===== config.mk =====
export PLATFORM = sky130hd
export DESIGN_NAME = padded_integer_to_ascii
export DESIGN_NICKNAME = d
export VERILOG_FILES = /design/src/design/pia_pkg.sv /design/src/design/pia_front.sv /design/src/design/pia_queue.sv /design/src/design/pia_back.sv /design/src/design/padded_integer_to_ascii.sv
export SDC_FILE = /design/constraint.sdc
export NUM_CORES = 1
export LEC_CHECK = 0
export BUFFER_PORTS_ARGS = -buffer_cell sky130_fd_sc_hd__clkbuf_2
export CELL_PAD_IN_SITES_DETAIL_PLACEMENT = 1
export CELL_PAD_IN_SITES_GLOBAL_PLACEMENT = 2
export CORE_AREA = 2 2 287 289
export CTS_CLUSTER_DIAMETER = 60
export DETAILED_ROUTE_END_ITERATION = 7
export DIE_AREA = 0 0 289 291
export PLACE_DENSITY = 0.81
export SLEW_MARGIN = 40
export SYNTH_ARGS = -nofsm -noshare
export SYNTH_HDL_FRONTEND = slang
export SYNTH_HIERARCHICAL = 1
export SYNTH_SLANG_ARGS = --single-unit
export TNS_END_PERCENT = 20

===== constraint.sdc =====
create_clock -name clk -period 17.1 [get_ports clk]
set_input_delay 4.275 -clock clk [delete_from_list [all_inputs] [get_ports clk]]
set_output_delay 4.275 -clock clk [all_outputs]
set_load 0.02 [all_outputs]

===== src/design/pia_pkg.sv =====
// ----------------------------------------------------------------------------
// pia_pkg: shared types and constants for the padded integer to ASCII block
// Holds the configuration record, the queued item format, register indexes
// and the character helpers used by the back half.
// ----------------------------------------------------------------------------
package pia_pkg;

  localparam int NUM_W        = 64;
  localparam int BYTE_W       = 8;
  localparam int LEN_W        = 7;
  localparam int CFG_INDEX_W  = 3;
  localparam int CFG_DATA_W   = 8;
  localparam int STORE_DEPTH  = 22;
  localparam int POS_W        = 5;
  localparam int DIGIT_W      = 4;
  localparam int BCD_DIGITS   = 20;
  localparam int DABBLE_BITS  = 4;
  localparam int DABBLE_STEPS = NUM_W / DABBLE_BITS;
  localparam int STEP_W       = $clog2(DABBLE_STEPS);
  localparam int QUEUE_DEPTH  = 2;
  localparam int DEFAULT_MAX_FIELD = 64;

  localparam logic [BYTE_W-1:0] CHAR_ZERO    = 8'h30;
  localparam logic [BYTE_W-1:0] CHAR_A_LOWER = 8'h61;
  localparam logic [BYTE_W-1:0] CHAR_MINUS   = 8'h2d;
  localparam logic [BYTE_W-1:0] CHAR_SPACE   = 8'h20;

  localparam logic [CFG_INDEX_W-1:0] CFG_MIN_WIDTH    = 3'd0;
  localparam logic [CFG_INDEX_W-1:0] CFG_PAD_BYTE     = 3'd1;
  localparam logic [CFG_INDEX_W-1:0] CFG_RADIX_SELECT = 3'd2;
  localparam logic [CFG_INDEX_W-1:0] CFG_SIGNED_MODE  = 3'd3;
  localparam logic [CFG_INDEX_W-1:0] CFG_WIDE_MODE    = 3'd4;

  localparam logic [1:0] RADIX_DEC = 2'd0;
  localparam logic [1:0] RADIX_HEX = 2'd1;
  localparam logic [1:0] RADIX_OCT = 2'd2;

  typedef enum logic [1:0] {
    KIND_DEC,
    KIND_HEX,
    KIND_OCT
  } kind_t;

  typedef struct packed {
    logic [LEN_W-1:0]  min_width;
    logic [BYTE_W-1:0] pad_byte;
    logic [1:0]        radix_select;
    logic              signed_mode;
    logic              wide_mode;
  } cfg_t;

  typedef struct packed {
    logic [NUM_W-1:0] magnitude;
    kind_t            kind;
    logic             negative;
  } item_t;

  function automatic logic [BYTE_W-1:0] digit_char(input logic [DIGIT_W-1:0] d);
    logic [BYTE_W-1:0] c;
    if (d < 4'd10) begin
      c = CHAR_ZERO + BYTE_W'(d);
    end else begin
      c = CHAR_A_LOWER + BYTE_W'(d - 4'd10);
    end
    return c;
  endfunction

endpackage


===== src/design/pia_front.sv =====
// ----------------------------------------------------------------------------
// pia_front: input classification
// Masks the number to the selected word size, picks the base and takes the
// magnitude of a negative signed decimal value before it enters the queue.
// ----------------------------------------------------------------------------
module pia_front (
  input  logic                  in_valid,
  output logic                  in_ready,
  input  logic [63:0]           number,
  input  pia_pkg::cfg_t         cfg,
  input  logic                  queue_full,
  output logic                  push,
  output pia_pkg::item_t        push_item
);
  import pia_pkg::*;

  logic [NUM_W-1:0] masked;
  logic [NUM_W-1:0] negated;
  logic             sign_bit;
  logic             is_neg;
  kind_t            kind;

  assign in_ready = !queue_full;
  assign push     = in_valid && !queue_full;

  always_comb begin
    masked   = cfg.wide_mode ? number : {32'b0, number[31:0]};
    negated  = NUM_W'(0) - masked;
    sign_bit = cfg.wide_mode ? number[63] : number[31];
    priority if (cfg.radix_select == RADIX_HEX) begin
      kind = KIND_HEX;
    end else if (cfg.radix_select == RADIX_OCT) begin
      kind = KIND_OCT;
    end else begin
      kind = KIND_DEC;
    end
    is_neg = (kind == KIND_DEC) && cfg.signed_mode && sign_bit;
    push_item.kind     = kind;
    push_item.negative = is_neg;
    if (!is_neg) begin
      push_item.magnitude = masked;
    end else if (cfg.wide_mode) begin
      push_item.magnitude = negated;
    end else begin
      push_item.magnitude = {32'b0, negated[31:0]};
    end
  end

endmodule


===== src/design/pia_queue.sv =====
// ----------------------------------------------------------------------------
// pia_queue: short item queue
// A small FIFO between the classifier and the formatter so that the classifier
// can go on taking items while the formatter is busy, until the FIFO is full.
// ----------------------------------------------------------------------------
module pia_queue #(
  parameter int DEPTH = pia_pkg::QUEUE_DEPTH
) (
  input  logic           clk,
  input  logic           rst,
  input  logic           push,
  input  pia_pkg::item_t push_item,
  output logic           full,
  input  logic           pop,
  output pia_pkg::item_t pop_item,
  output logic           not_empty
);
  import pia_pkg::*;

  localparam int PTR_W = (DEPTH > 1) ? $clog2(DEPTH) : 1;
  localparam int CNT_W = $clog2(DEPTH + 1);

  item_t            entries [DEPTH];
  logic [PTR_W-1:0] wr_ptr;
  logic [PTR_W-1:0] rd_ptr;
  logic [CNT_W-1:0] count;
  logic             do_push;
  logic             do_pop;

  assign full      = (count == CNT_W'(DEPTH));
  assign not_empty = (count != '0);
  assign pop_item  = entries[rd_ptr];
  assign do_push   = push && !full;
  assign do_pop    = pop && not_empty;

  always_ff @(posedge clk) begin
    if (do_push) begin
      entries[wr_ptr] <= push_item;
    end
  end

  always_ff @(posedge clk) begin
    if (rst) begin
      wr_ptr <= '0;
      rd_ptr <= '0;
      count  <= '0;
    end else begin
      if (do_push) begin
        wr_ptr <= (wr_ptr == PTR_W'(DEPTH - 1)) ? '0 : wr_ptr + 1'b1;
      end
      if (do_pop) begin
        rd_ptr <= (rd_ptr == PTR_W'(DEPTH - 1)) ? '0 : rd_ptr + 1'b1;
      end
      if (do_push && !do_pop) begin
        count <= count + 1'b1;
      end else if (do_pop && !do_push) begin
        count <= count - 1'b1;
      end
    end
  end

endmodule


===== src/design/pia_back.sv =====
// ----------------------------------------------------------------------------
// pia_back: digit generation and character output
// Builds the digit store (double dabble for decimal, direct slices for hex
// and octal), sizes the field and sends it out one character per output transfer.
// ----------------------------------------------------------------------------
module pia_back #(
  parameter int MAX_FIELD = pia_pkg::DEFAULT_MAX_FIELD
) (
  input  logic           clk,
  input  logic           rst,
  input  pia_pkg::cfg_t  cfg,
  input  logic           q_valid,
  input  pia_pkg::item_t q_item,
  output logic           q_pop,
  output logic           out_valid,
  input  logic           out_ready,
  output logic [7:0]     text_byte,
  output logic           final_char,
  output logic [6:0]     field_length
);
  import pia_pkg::*;

  typedef enum logic [1:0] {
    ST_IDLE,
    ST_CONV,
    ST_SIZE,
    ST_EMIT
  } state_t;

  state_t                               state;
  logic [NUM_W-1:0]                     shift_value;
  logic [STEP_W-1:0]                    step_cnt;
  logic [STORE_DEPTH-1:0][DIGIT_W-1:0]  digit_store;
  logic                                 negative_flag;
  logic [POS_W-1:0]                     len;
  logic [LEN_W-1:0]                     width;
  logic [LEN_W-1:0]                     remaining;

  logic [BCD_DIGITS*DIGIT_W-1:0]        bcd_next;
  logic [STORE_DEPTH-1:0][DIGIT_W-1:0]  slice_digits;
  logic [STORE_DEPTH*DIGIT_W-1:0]       hex_padded;
  logic [NUM_W+1:0]                     oct_padded;
  logic [POS_W-1:0]                     ndig;
  logic [POS_W-1:0]                     len_next;
  logic [LEN_W-1:0]                     sat_width;
  logic [LEN_W-1:0]                     width_next;
  logic [POS_W-1:0]                     pos;
  logic [BYTE_W-1:0]                    char_next;
  logic                                 out_free;

  assign q_pop    = (state == ST_IDLE) && q_valid;
  assign out_free = !out_valid || out_ready;

  // Four shift-and-correct steps of the binary to BCD conversion per cycle.
  always_comb begin
    bcd_next = digit_store[BCD_DIGITS-1:0];
    for (int s = 0; s < DABBLE_BITS; s++) begin
      for (int d = 0; d < BCD_DIGITS; d++) begin
        if (bcd_next[d*DIGIT_W +: DIGIT_W] >= 4'd5) begin
          bcd_next[d*DIGIT_W +: DIGIT_W] = bcd_next[d*DIGIT_W +: DIGIT_W] + 4'd3;
        end
      end
      bcd_next = {bcd_next[BCD_DIGITS*DIGIT_W-2:0], shift_value[NUM_W-1-s]};
    end
  end

  always_comb begin
    hex_padded = {{(STORE_DEPTH*DIGIT_W-NUM_W){1'b0}}, q_item.magnitude};
    oct_padded = {2'b0, q_item.magnitude};
    for (int i = 0; i < STORE_DEPTH; i++) begin
      if (q_item.kind == KIND_HEX) begin
        slice_digits[i] = hex_padded[i*DIGIT_W +: DIGIT_W];
      end else begin
        slice_digits[i] = {1'b0, oct_padded[i*3 +: 3]};
      end
    end
  end

  // Field sizing: highest nonzero digit, sign, then the configured width.
  always_comb begin
    ndig = POS_W'(1);
    for (int i = 1; i < STORE_DEPTH; i++) begin
      if (digit_store[i] != '0) begin
        ndig = POS_W'(i + 1);
      end
    end
    len_next  = ndig + POS_W'(negative_flag);
    sat_width = (cfg.min_width > LEN_W'(MAX_FIELD)) ? LEN_W'(MAX_FIELD) : cfg.min_width;
    width_next = (sat_width < LEN_W'(len_next)) ? LEN_W'(len_next) : sat_width;
  end

  always_comb begin
    pos = remaining[POS_W-1:0] - POS_W'(1);
    priority if (remaining > LEN_W'(len)) begin
      char_next = cfg.pad_byte;
    end else if (negative_flag && remaining[POS_W-1:0] == len) begin
      char_next = CHAR_MINUS;
    end else begin
      char_next = digit_char(digit_store[pos]);
    end
  end

  always_ff @(posedge clk) begin
    if (rst) begin
      state         <= ST_IDLE;
      out_valid     <= 1'b0;
      negative_flag <= 1'b0;
      remaining     <= '0;
      step_cnt      <= '0;
    end else begin
      if (state == ST_EMIT && out_free) begin
        out_valid <= 1'b1;
      end else if (out_ready) begin
        out_valid <= 1'b0;
      end
      unique case (state)
        ST_IDLE: begin
          if (q_valid) begin
            shift_value   <= q_item.magnitude;
            negative_flag <= q_item.negative;
            step_cnt      <= '0;
            if (q_item.kind == KIND_DEC) begin
              digit_store <= '0;
              state       <= ST_CONV;
            end else begin
              digit_store <= slice_digits;
              state       <= ST_SIZE;
            end
          end
        end
        ST_CONV: begin
          digit_store <= {{((STORE_DEPTH - BCD_DIGITS)*DIGIT_W){1'b0}}, bcd_next};
          shift_value <= shift_value << DABBLE_BITS;
          step_cnt    <= step_cnt + 1'b1;
          if (step_cnt == STEP_W'(DABBLE_STEPS - 1)) begin
            state <= ST_SIZE;
          end
        end
        ST_SIZE: begin
          len       <= len_next;
          width     <= width_next;
          remaining <= width_next;
          state     <= ST_EMIT;
        end
        ST_EMIT: begin
          if (out_free) begin
            text_byte    <= char_next;
            final_char   <= (remaining == LEN_W'(1));
            field_length <= width;
            remaining    <= remaining - 1'b1;
            if (remaining == LEN_W'(1)) begin
              state <= ST_IDLE;
            end
          end
        end
        default: begin
          state <= ST_IDLE;
        end
      endcase
    end
  end

endmodule


===== src/design/padded_integer_to_ascii.sv =====
// ----------------------------------------------------------------------------
// padded_integer_to_ascii: integer to padded ASCII text formatter
// Turns each input item into a decimal, hex or octal character field,
// padded on the left to a configured minimum width.
// ----------------------------------------------------------------------------
// Flow: hex and octal digits are sliced straight from the item into the
// digit store; decimal goes through 4-bit-per-cycle BCD conversion first. The
// field is then sized and sent out one character a cycle while out_ready
// allows; the formatter takes its next item only after the last character, and
// a two-item queue lets input be taken during that time.
// Reset: synchronous; clears control state and loads the register defaults.
module padded_integer_to_ascii #(
  parameter int MAX_FIELD = pia_pkg::DEFAULT_MAX_FIELD
) (
  input  logic                             clk,
  input  logic                             rst,
  input  logic                             in_valid,
  output logic                             in_ready,
  input  logic [63:0]                      number,
  output logic                             out_valid,
  input  logic                             out_ready,
  output logic [7:0]                       text_byte,
  output logic                             final_char,
  output logic [6:0]                       field_length,
  input  logic                             cfg_valid,
  output logic                             cfg_ready,
  input  logic [pia_pkg::CFG_INDEX_W-1:0]  cfg_index,
  input  logic [pia_pkg::CFG_DATA_W-1:0]   cfg_data
);
  import pia_pkg::*;

  cfg_t  cfg;
  logic  queue_full;
  logic  push;
  item_t push_item;
  logic  q_pop;
  item_t q_item;
  logic  q_valid;

  assign cfg_ready = 1'b1;

  always_ff @(posedge clk) begin
    if (rst) begin
      cfg.min_width    <= '0;
      cfg.pad_byte     <= CHAR_SPACE;
      cfg.radix_select <= RADIX_DEC;
      cfg.signed_mode  <= 1'b0;
      cfg.wide_mode    <= 1'b1;
    end else if (cfg_valid) begin
      unique case (cfg_index)
        CFG_MIN_WIDTH:    cfg.min_width    <= cfg_data[LEN_W-1:0];
        CFG_PAD_BYTE:     cfg.pad_byte     <= cfg_data;
        CFG_RADIX_SELECT: cfg.radix_select <= cfg_data[1:0];
        CFG_SIGNED_MODE:  cfg.signed_mode  <= cfg_data[0];
        CFG_WIDE_MODE:    cfg.wide_mode    <= cfg_data[0];
        default: begin
        end
      endcase
    end
  end

  pia_front u_front (
    .in_valid   (in_valid),
    .in_ready   (in_ready),
    .number     (number),
    .cfg        (cfg),
    .queue_full (queue_full),
    .push       (push),
    .push_item  (push_item)
  );

  pia_queue #(
    .DEPTH (QUEUE_DEPTH)
  ) u_queue (
    .clk       (clk),
    .rst       (rst),
    .push      (push),
    .push_item (push_item),
    .full      (queue_full),
    .pop       (q_pop),
    .pop_item  (q_item),
    .not_empty (q_valid)
  );

  pia_back #(
    .MAX_FIELD (MAX_FIELD)
  ) u_back (
    .clk          (clk),
    .rst          (rst),
    .cfg          (cfg),
    .q_valid      (q_valid),
    .q_item       (q_item),
    .q_pop        (q_pop),
    .out_valid    (out_valid),
    .out_ready    (out_ready),
    .text_byte    (text_byte),
    .final_char   (final_char),
    .field_length (field_length)
  );

endmodule


==> metrics.cfg, run 1 <==
[outcome]
status = finished clean

[timing]
hold_viol = 0
rsz0062_at_grt = no
slew_headroom = 0.404
fin_crit_sh = 0.381
slew_violations = 0
setup_tns_ns = 0
finalClockSkew_ns = 0.0151
fin_hold_ws_ns = 0.423
fin_crit_ns = 6.52
setup_viol_count_final = 0
worst_pin_slew_ns = 0.893
fmax_ghz = 0.153

[clock_network]
postCtsSetupBuffers = 0
ctsResizeCount = 0
postCtsHoldBufs = 0
cts_buffers = 41
cts_num_sinks = 349
htreeDepth = 2
root_buffer = clkbuf_16
cts_tree = done
clkTransAtPathRegs_ns = 0.06
clock_path_buffers = 3
clock_latency_ns = 0.57

[cells_and_area]
multi_input_area_sq_um = 16600
area_growth_pct = 9.68
nFillCells = 9356
regArea_sq_um = 10100
num-nets-final = 3211
antenna_cells = 0
drive_gt1_frac = 0.139

[synthesis]
syn_avg_cell_area_sq_um = 9.67
async_flop_share = 0
yosysSeqAreaShare = 0.358
synth_nets = 3178
synth_cell_types = 110
synth_area_sq_um = 28100
syn_inst = 2912
yosysWarnings = 6
yosys_register_bits = 349
synth_edf_count = 310
synthFlopType = edfxtp_1

[drt]
drt-wirelength-per-cell_um = 21.2
vias_per_cell = 5.72
vias = 23100
route.detailed.drc = 0
drt-initial-drc-count = 1522
drtPass1Iterations = 5
postRouteAntennaNets = 0
wirelength_um = 85700

[global_route]
grt_util_met1 = 0.269
grt_use_met2 = 0.331
grt_max_degree = 149
grt_usage = 0.201
first_global_vias = 24100
overflow = 0
grt_pass1_wl_um = 135000
use_met3 = 0.0215
antenna_found_initial = 0
top_usage_layer = met2

[setup_path]
cp.required_ns = 17.40
rr_endpoint = u_back/remaining[0]
crit_type = input pin to flip-flop
slowest_stage = nor4_1
start_kind = input pin
r2r-start = u_back/digit_store[8]
max_stage_delay_ns = 0.77
crit_buf_inv = 2
rrSetupSlack_ns = 11.24
crit_arrival_ns = 6.81
crit_fanout = 8
cp_num_cells = 8
setup.worst_path.end = u_queue/entries[1][61]
cp-end-kind = flip-flop
critical-path-top-delay-family = simple AND/OR/NAND/NOR gates
crit_chain = clkbuf_2 -> inv_1 -> ha_1 -> nor4b_2 -> nand4_1 -> nor4_1 -> a31oi_1 -> mux2i_1
r2r_cells = 19
crit_path_start = number[0]

[floorplanning]
core.rowCount = 105
start_util = 0.347
die_y_um = 291
die_w_um = 289
die_area_sq_um = 84100
io_pins = 99
coreArea_sq_um = 81200

[place]
io_buffers = 97
place.gp.congestion = 0.875
dpl.hpwl_um = 65400

[job]
drv_cap = 0

[worst_hold_path]
min_path_type = flip-flop to flip-flop

==> registers in the layout (all words and copies together) (netlist names), 5 cells and up, named ones only <==
name	cells
u_back/field_length	7
u_queue/entries	134
u_back/remaining	7
u_back/len	5
u_back/shift_value	64
u_back/width	7
u_back/text_byte	8
cfg	19
u_back/digit_store	84
==> layer usage <==
layer  routed length, um  vias up
li1                    -    10900
met5                   0        -
met4                3400        0
met3                3600      129
met1               38700    11700
met2               40000      484
==> worst min-delay path by stage <==
stage	start	cells after the start	slack [ns]	end
after CTS	u_back/width[1]	0	0.42	u_back/field_length[1]
after detailed placement	u_back/width[1]	0	0.41	u_back/field_length[1]
after floorplan	u_back/width[0]	0	0.40	u_back/field_length[0]
final	u_back/width[5]	0	0.42	u_back/field_length[5]
after global placement	u_back/width[6]	0	0.41	u_back/field_length[6]
after global routing	u_back/width[4]	0	0.43	u_back/field_length[4]
==> layout by cell type (no fill, tap or decap), drive strengths merged, types with 18 or more instances in the layout <==
master and count:
a21o 23, nand2b 128, a21oi 85, dfxtp 39
mux2 128, edfxtp 310, o211ai 41, buf 18
xor2 33, nor3b 32, a211oi 45, mux4 24
and2 69, nand4 18, nor2 138, nor2b 47
clkbuf 152, ha 186, o21ai 117, o22ai 25
inv 238, nand2 283, o21a 28, nor4 21
or3 43, and3 32, or4 19, a211o 18
nand3 32, o31ai 35, xnor2 66, mux2i 120
a221oi 31, a31oi 39, nor3 43
==> worst register-to-register path, delay by kind of cell (launching register included) <==
| family | cells | cell delay, ns |
|---|---|---|
| buffers and inverters | 1 | 0.14 |
| multiplexers | 1 | 0.40 |
| flip-flops | 1 | 0.52 |
| AND/OR/NAND/NOR | 3 | 0.68 |
| AO/OA/AOI/OAI | 10 | 2.95 |
| adder cells (fa/ha/maj) | 4 | 1.05 |
==> logic make-up (layout without fill, tap and decap cells) <==
family                   after synthesis  count (layout)  synth area share
flip-flops                           349             349             0.358
multiplexers                         272             272             0.114
AND/OR/NAND/NOR                      993             993             0.191
buffers and inverters                360             423            0.0530
XOR/XNOR                              99              99            0.0308
other                                  1               1          0.000133
AO/OA/AOI/OAI                        652             652             0.170
adder cells (fa/ha/maj)              186             186            0.0827
==> area by class of cell <==
type,instances,share of cell area
flip-flops and latches,349,0.327
clock buffers,55,0.0354
well taps,1070,0.0434
inverters,235,0.0286
multi-input cells,2203,0.538
repair buffers,115,0.0216
clock inverters,18,0.00616
==> cell usage after synthesis, types with 16 or more instances <==
cell type | instances | area (sq um)
nand2_1 | 282 | 1060
or3_1 | 43 | 269
o211ai_1 | 40 | 300
xnor2_1 | 66 | 578
inv_1 | 233 | 875
nand4b_1 | 17 | 149
o2111ai_1 | 17 | 149
o31ai_1 | 28 | 210
nand4_1 | 18 | 113
mux2i_1 | 119 | 1190
a31oi_1 | 39 | 244
nor2b_1 | 46 | 288
nor3b_1 | 31 | 233
xor2_1 | 33 | 289
and2_1 | 69 | 432
a21oi_1 | 85 | 425
nand2b_1 | 128 | 801
mux2_2 | 127 | 1430
nor2_1 | 138 | 518
mux4_2 | 22 | 495
and3_1 | 32 | 200
edfxtp_1 | 310 | 9310
or4_1 | 16 | 120
a211oi_1 | 37 | 278
a211o_1 | 18 | 158
a21o_1 | 23 | 173
a221oi_1 | 30 | 263
a2bb2oi_1 | 16 | 140
nor3_1 | 42 | 210
o21ai_0 | 101 | 505
nand3_1 | 32 | 160
o22ai_1 | 25 | 156
buf_2 | 35 | 175
nor4_1 | 20 | 125
dfxtp_1 | 39 | 781
and2b_1 | 16 | 120
clkbuf_1 | 63 | 236
ha_1 | 186 | 2330
o21a_1 | 28 | 210
==> metrics by stage <==
step                cells  utilization  instance area [sq um]  setup slack (ns)
floorplan            2912            -                  28100              5.60
global placement     3971        0.364                  29500             10.11
detailed placement   3971        0.364                  29500              9.97
CTS                  4044        0.380                  30800             10.57
global route         4045        0.380                  30900             10.29
finish               4045        0.380                  30900             10.59
Power of run 1 is not shown: default switching activity piles up to over one toggle a cycle in this logic, so the estimate is an artifact.
==> run 2, diff against run 1 <==
Settings changed: ABC_AREA set to 1, CORE_AREA 2 2 287 289 to 2 2 283 285, DIE_AREA 0 0 289 291 to 0 0 285 287, PLACE_DENSITY 0.81 to 0.87.
Clock period 17.1 ns to 6.48 ns, I/O delays scaled along.
==> metrics.cfg, run 2 <==
[synthesis]
synthFlopType = edfxtp_1  ; unchanged
synth_cell_types = 64  ; was 110
synth_top_cell_area_share = 0.339  ; was 0.331
synth.area.mux_share = 0.0316  ; was 0.114
yosysSeqAreaShare = 0.368  ; was 0.358
synth_edf_count = 310  ; unchanged
synth.cells.most_frequent = nand2_1 (947), inv_1 (531), nor2_1 (368), edfxtp_1 (310), nand3_1 (205)  ; was edfxtp_1 (310), nand2_1 (282), inv_1 (233), ha_1 (186), nor2_1 (138)
syn_avg_cell_area_sq_um = 7.55  ; was 9.67 sq um
synth_top_family_by_area = simple AND/OR/NAND/NOR gates  ; unchanged
synth_compound_area_frac = 0.126  ; was 0.170
yosys.area.top_type = edfxtp_1  ; unchanged
synthTopCellsByArea = edfxtp_1 (34%), nand2_1 (13%), ha_1 (8.5%)  ; was edfxtp_1 (33%), ha_1 (8.3%), mux2_2 (5.1%)
synth_area_sq_um = 27400  ; was 28100 sq um
yosys_register_bits = 349  ; unchanged
syn_inst = 3631  ; was 2912
yosysWarnings = 6  ; unchanged
synth_xor_area_frac = 0.0318  ; was 0.0308
synth_most_common_cell = nand2_1  ; was edfxtp_1
synth_nets = 3897  ; was 3178
synth_simple_gate_area_frac = 0.265  ; was 0.191
synth_adder_area_share = 0.0849  ; was 0.0827
async_flop_share = 0  ; unchanged

[drt]
vias_per_cell = 5.00  ; was 5.72
wirelength_um = 83400  ; was 85700 um
postRouteAntennaNets = 0  ; unchanged
route.detailed.drc = 0  ; unchanged
drt-initial-drc-count = 1367  ; was 1522
vias = 24000  ; was 23100
drtPass1Iterations = 5  ; unchanged
drt-wirelength-per-cell_um = 17.4  ; was 21.2 um

[cells_and_area]
multi_input_area_sq_um = 14800  ; was 16600 sq um
largest_register_ff_count = 134  ; unchanged
nFillCells = 9798  ; was 9356
antenna_cells = 0  ; unchanged
area_growth_pct = 11.3  ; was 9.68%
largest-register = u_queue/entries  ; unchanged
regArea_sq_um = 10100  ; about the same
layout_commonest_cell = nand2_1  ; was edfxtp_1
layout_common_cells = nand2_1 (947), inv_1 (531), nor2_1 (364)  ; was edfxtp_1 (310), nand2_1 (282), inv_1 (230)
reg_top3 = u_queue/entries: 134 flops, u_back/digit_store: 84 flops, u_back/shift_value: 64 flops  ; unchanged
num-nets-final = 3980  ; was 3211
drive_gt1_frac = 0.126  ; was 0.139

[timing]
fin_crit_sh = 0.715
setup_viol_count_final = 0  ; unchanged
fin_crit_ns = 4.63
rsz0062_at_grt = no  ; unchanged
slew_violations = 0  ; unchanged
hold_viol = 0  ; unchanged
finalClockSkew_ns = 0.0192  ; was 0.0151 ns
fmax_ghz = 0.216
setup_tns_ns = 0  ; unchanged
slew_headroom = 0.458  ; was 0.404
worst_pin_slew_ns = 0.813  ; was 0.893 ns

[clock_network]
clkTransAtPathRegs_ns = 0.06  ; about the same
clock_latency_ns = 0.58  ; was 0.57 ns
postCtsSetupBuffers = 0  ; unchanged
root_buffer = clkbuf_16  ; unchanged
htreeDepth = 2  ; unchanged
clock_path_buffers = 3  ; unchanged
cts_tree = done  ; unchanged
postCtsHoldBufs = 0  ; unchanged
cts_buffers = 41  ; unchanged
ctsResizeCount = 0  ; unchanged
cts_num_sinks = 349  ; unchanged

[floorplanning]
start_util = 0.349  ; was 0.347
core.rowCount = 103  ; was 105
io_pins = 99  ; unchanged
die_w_um = 285  ; was 289 um
die_y_um = 287  ; was 291 um
die_area_sq_um = 81800  ; was 84100 sq um
coreArea_sq_um = 78600  ; was 81200 sq um

[worst_hold_path]
holdPathStages = 0  ; unchanged
min_path_type = flip-flop to flip-flop  ; unchanged
min_to = u_back/field_length[5]  ; unchanged
hp-start = u_back/width[5]  ; unchanged

[setup_path]
crit_buf_inv = 6  ; was 2
cp-end-kind = flip-flop  ; unchanged
rrSetupSlack_ns = 1.85  ; was 11.24 ns
crit_type = flip-flop to flip-flop  ; was input pin to flip-flop
crit_fanout = 4  ; was 8
max_stage_delay_ns = 0.45  ; was 0.77 ns
r2r_cells = 25  ; was 19
slowest_stage = a21oi_1  ; was nor4_1
rr_endpoint = u_back/digit_store[28]  ; was u_back/remaining[0]
r2r-start = u_back/digit_store[21]  ; was u_back/digit_store[8]
cp.required_ns = 6.81  ; was 17.40 ns
crit_arrival_ns = 4.96  ; was 6.81 ns
start_kind = flip-flop  ; was input pin
critical-path-top-delay-family = adder cells  ; was simple AND/OR/NAND/NOR gates

[global_route]
first_global_vias = 24300  ; was 24100
grt_usage = 0.201  ; about the same
grt_pass1_wl_um = 131000  ; was 135000 um
antenna_found_initial = 1  ; was 0
overflow = 0  ; unchanged
grt_max_degree = 78  ; was 149

[place]
dpl.hpwl_um = 65600  ; was 65400 um
place.gp.congestion = 0.838  ; was 0.875
io_buffers = 97  ; unchanged

[outcome]
status = finished clean  ; unchanged

[job]
drv_cap = 0  ; unchanged

-- run 2: kinds of logic (layout without fill, tap and decap cells) --
group	count (synthesis)	in the layout
buffers and inverters	646	760
other	1	1
AO/OA/AOI/OAI	586	586
AND/OR/NAND/NOR	1705	1705
flip-flops	349	349
XOR/XNOR	91	91
adder cells (fa/ha/maj)	186	186
multiplexers	67	67
-- run 2: area by class of cell --
| cell class | count | area share |
|---|---|---|
| repair buffers | 122 | 0.0249 |
| multi-input cells | 2636 | 0.486 |
| flip-flops and latches | 349 | 0.331 |
| clock buffers | 45 | 0.0348 |
| inverters | 564 | 0.0695 |
| clock inverters | 29 | 0.0109 |
| well taps | 1050 | 0.0431 |
-- run 2: how the worst max path moves through the flow --
stage / end / startpoint / cells after the start
floorplan: u_back/digit_store[0] / rst / 2
global placement: u_back/digit_store[30] / u_back/digit_store[28] / 24
detailed placement: u_back/digit_store[28] / u_back/digit_store[21] / 25
CTS: u_back/digit_store[28] / u_back/digit_store[21] / 25
global route: u_back/digit_store[25] / u_back/digit_store[21] / 25
finish: u_back/digit_store[28] / u_back/digit_store[21] / 25
-- run 2: stage by stage --
step / hold slack (ns) / worst slack, ns / util / cell area, sq um / cells
after floorplan: 0.400 / 0.346 / - / 27400 / 3631
after global placement: 0.408 / 2.06 / 0.370 / 29100 / 4718
after detailed placement: 0.419 / 1.89 / 0.370 / 29100 / 4720
after CTS: 0.435 / 1.86 / 0.388 / 30500 / 4794
after global routing: 0.444 / 1.30 / 0.388 / 30500 / 4795
final: 0.432 / 1.85 / 0.388 / 30500 / 4795
-- run 2: worst reg2reg max path, stage by stage, from the launching register on --
cell and delay (ns):
edfxtp_1 0.40, inv_1 0.17, ha_1 0.18, inv_1 0.07, o21ai_2 0.12, nor2_1 0.05, a21oi_1 0.45, ha_1 0.30
inv_1 0.05, o21ai_1 0.19, nand2_1 0.12, xor2_1 0.35, ha_1 0.23, inv_1 0.05, or2_2 0.28, nand2_1 0.07
nand2_1 0.09, xor2_1 0.32, ha_1 0.23, inv_1 0.06, o21ai_1 0.17, nand2_1 0.10, inv_1 0.12, nor2_1 0.05
nand2_1 0.11, nand2_1 0.05
-- run 2: routing by layer --
metal,up-vias,share of wire,global-route usage,routed length (um)
li1,12000,-,-,-
met1,11400,0.47,0.268,39100
met2,410,0.47,0.343,39100
met3,108,0.036,0.0219,3010
met4,2,0.025,0.0575,2120
met5,-,0.000096,0,8
Power of run 2 is left out for the same reason.
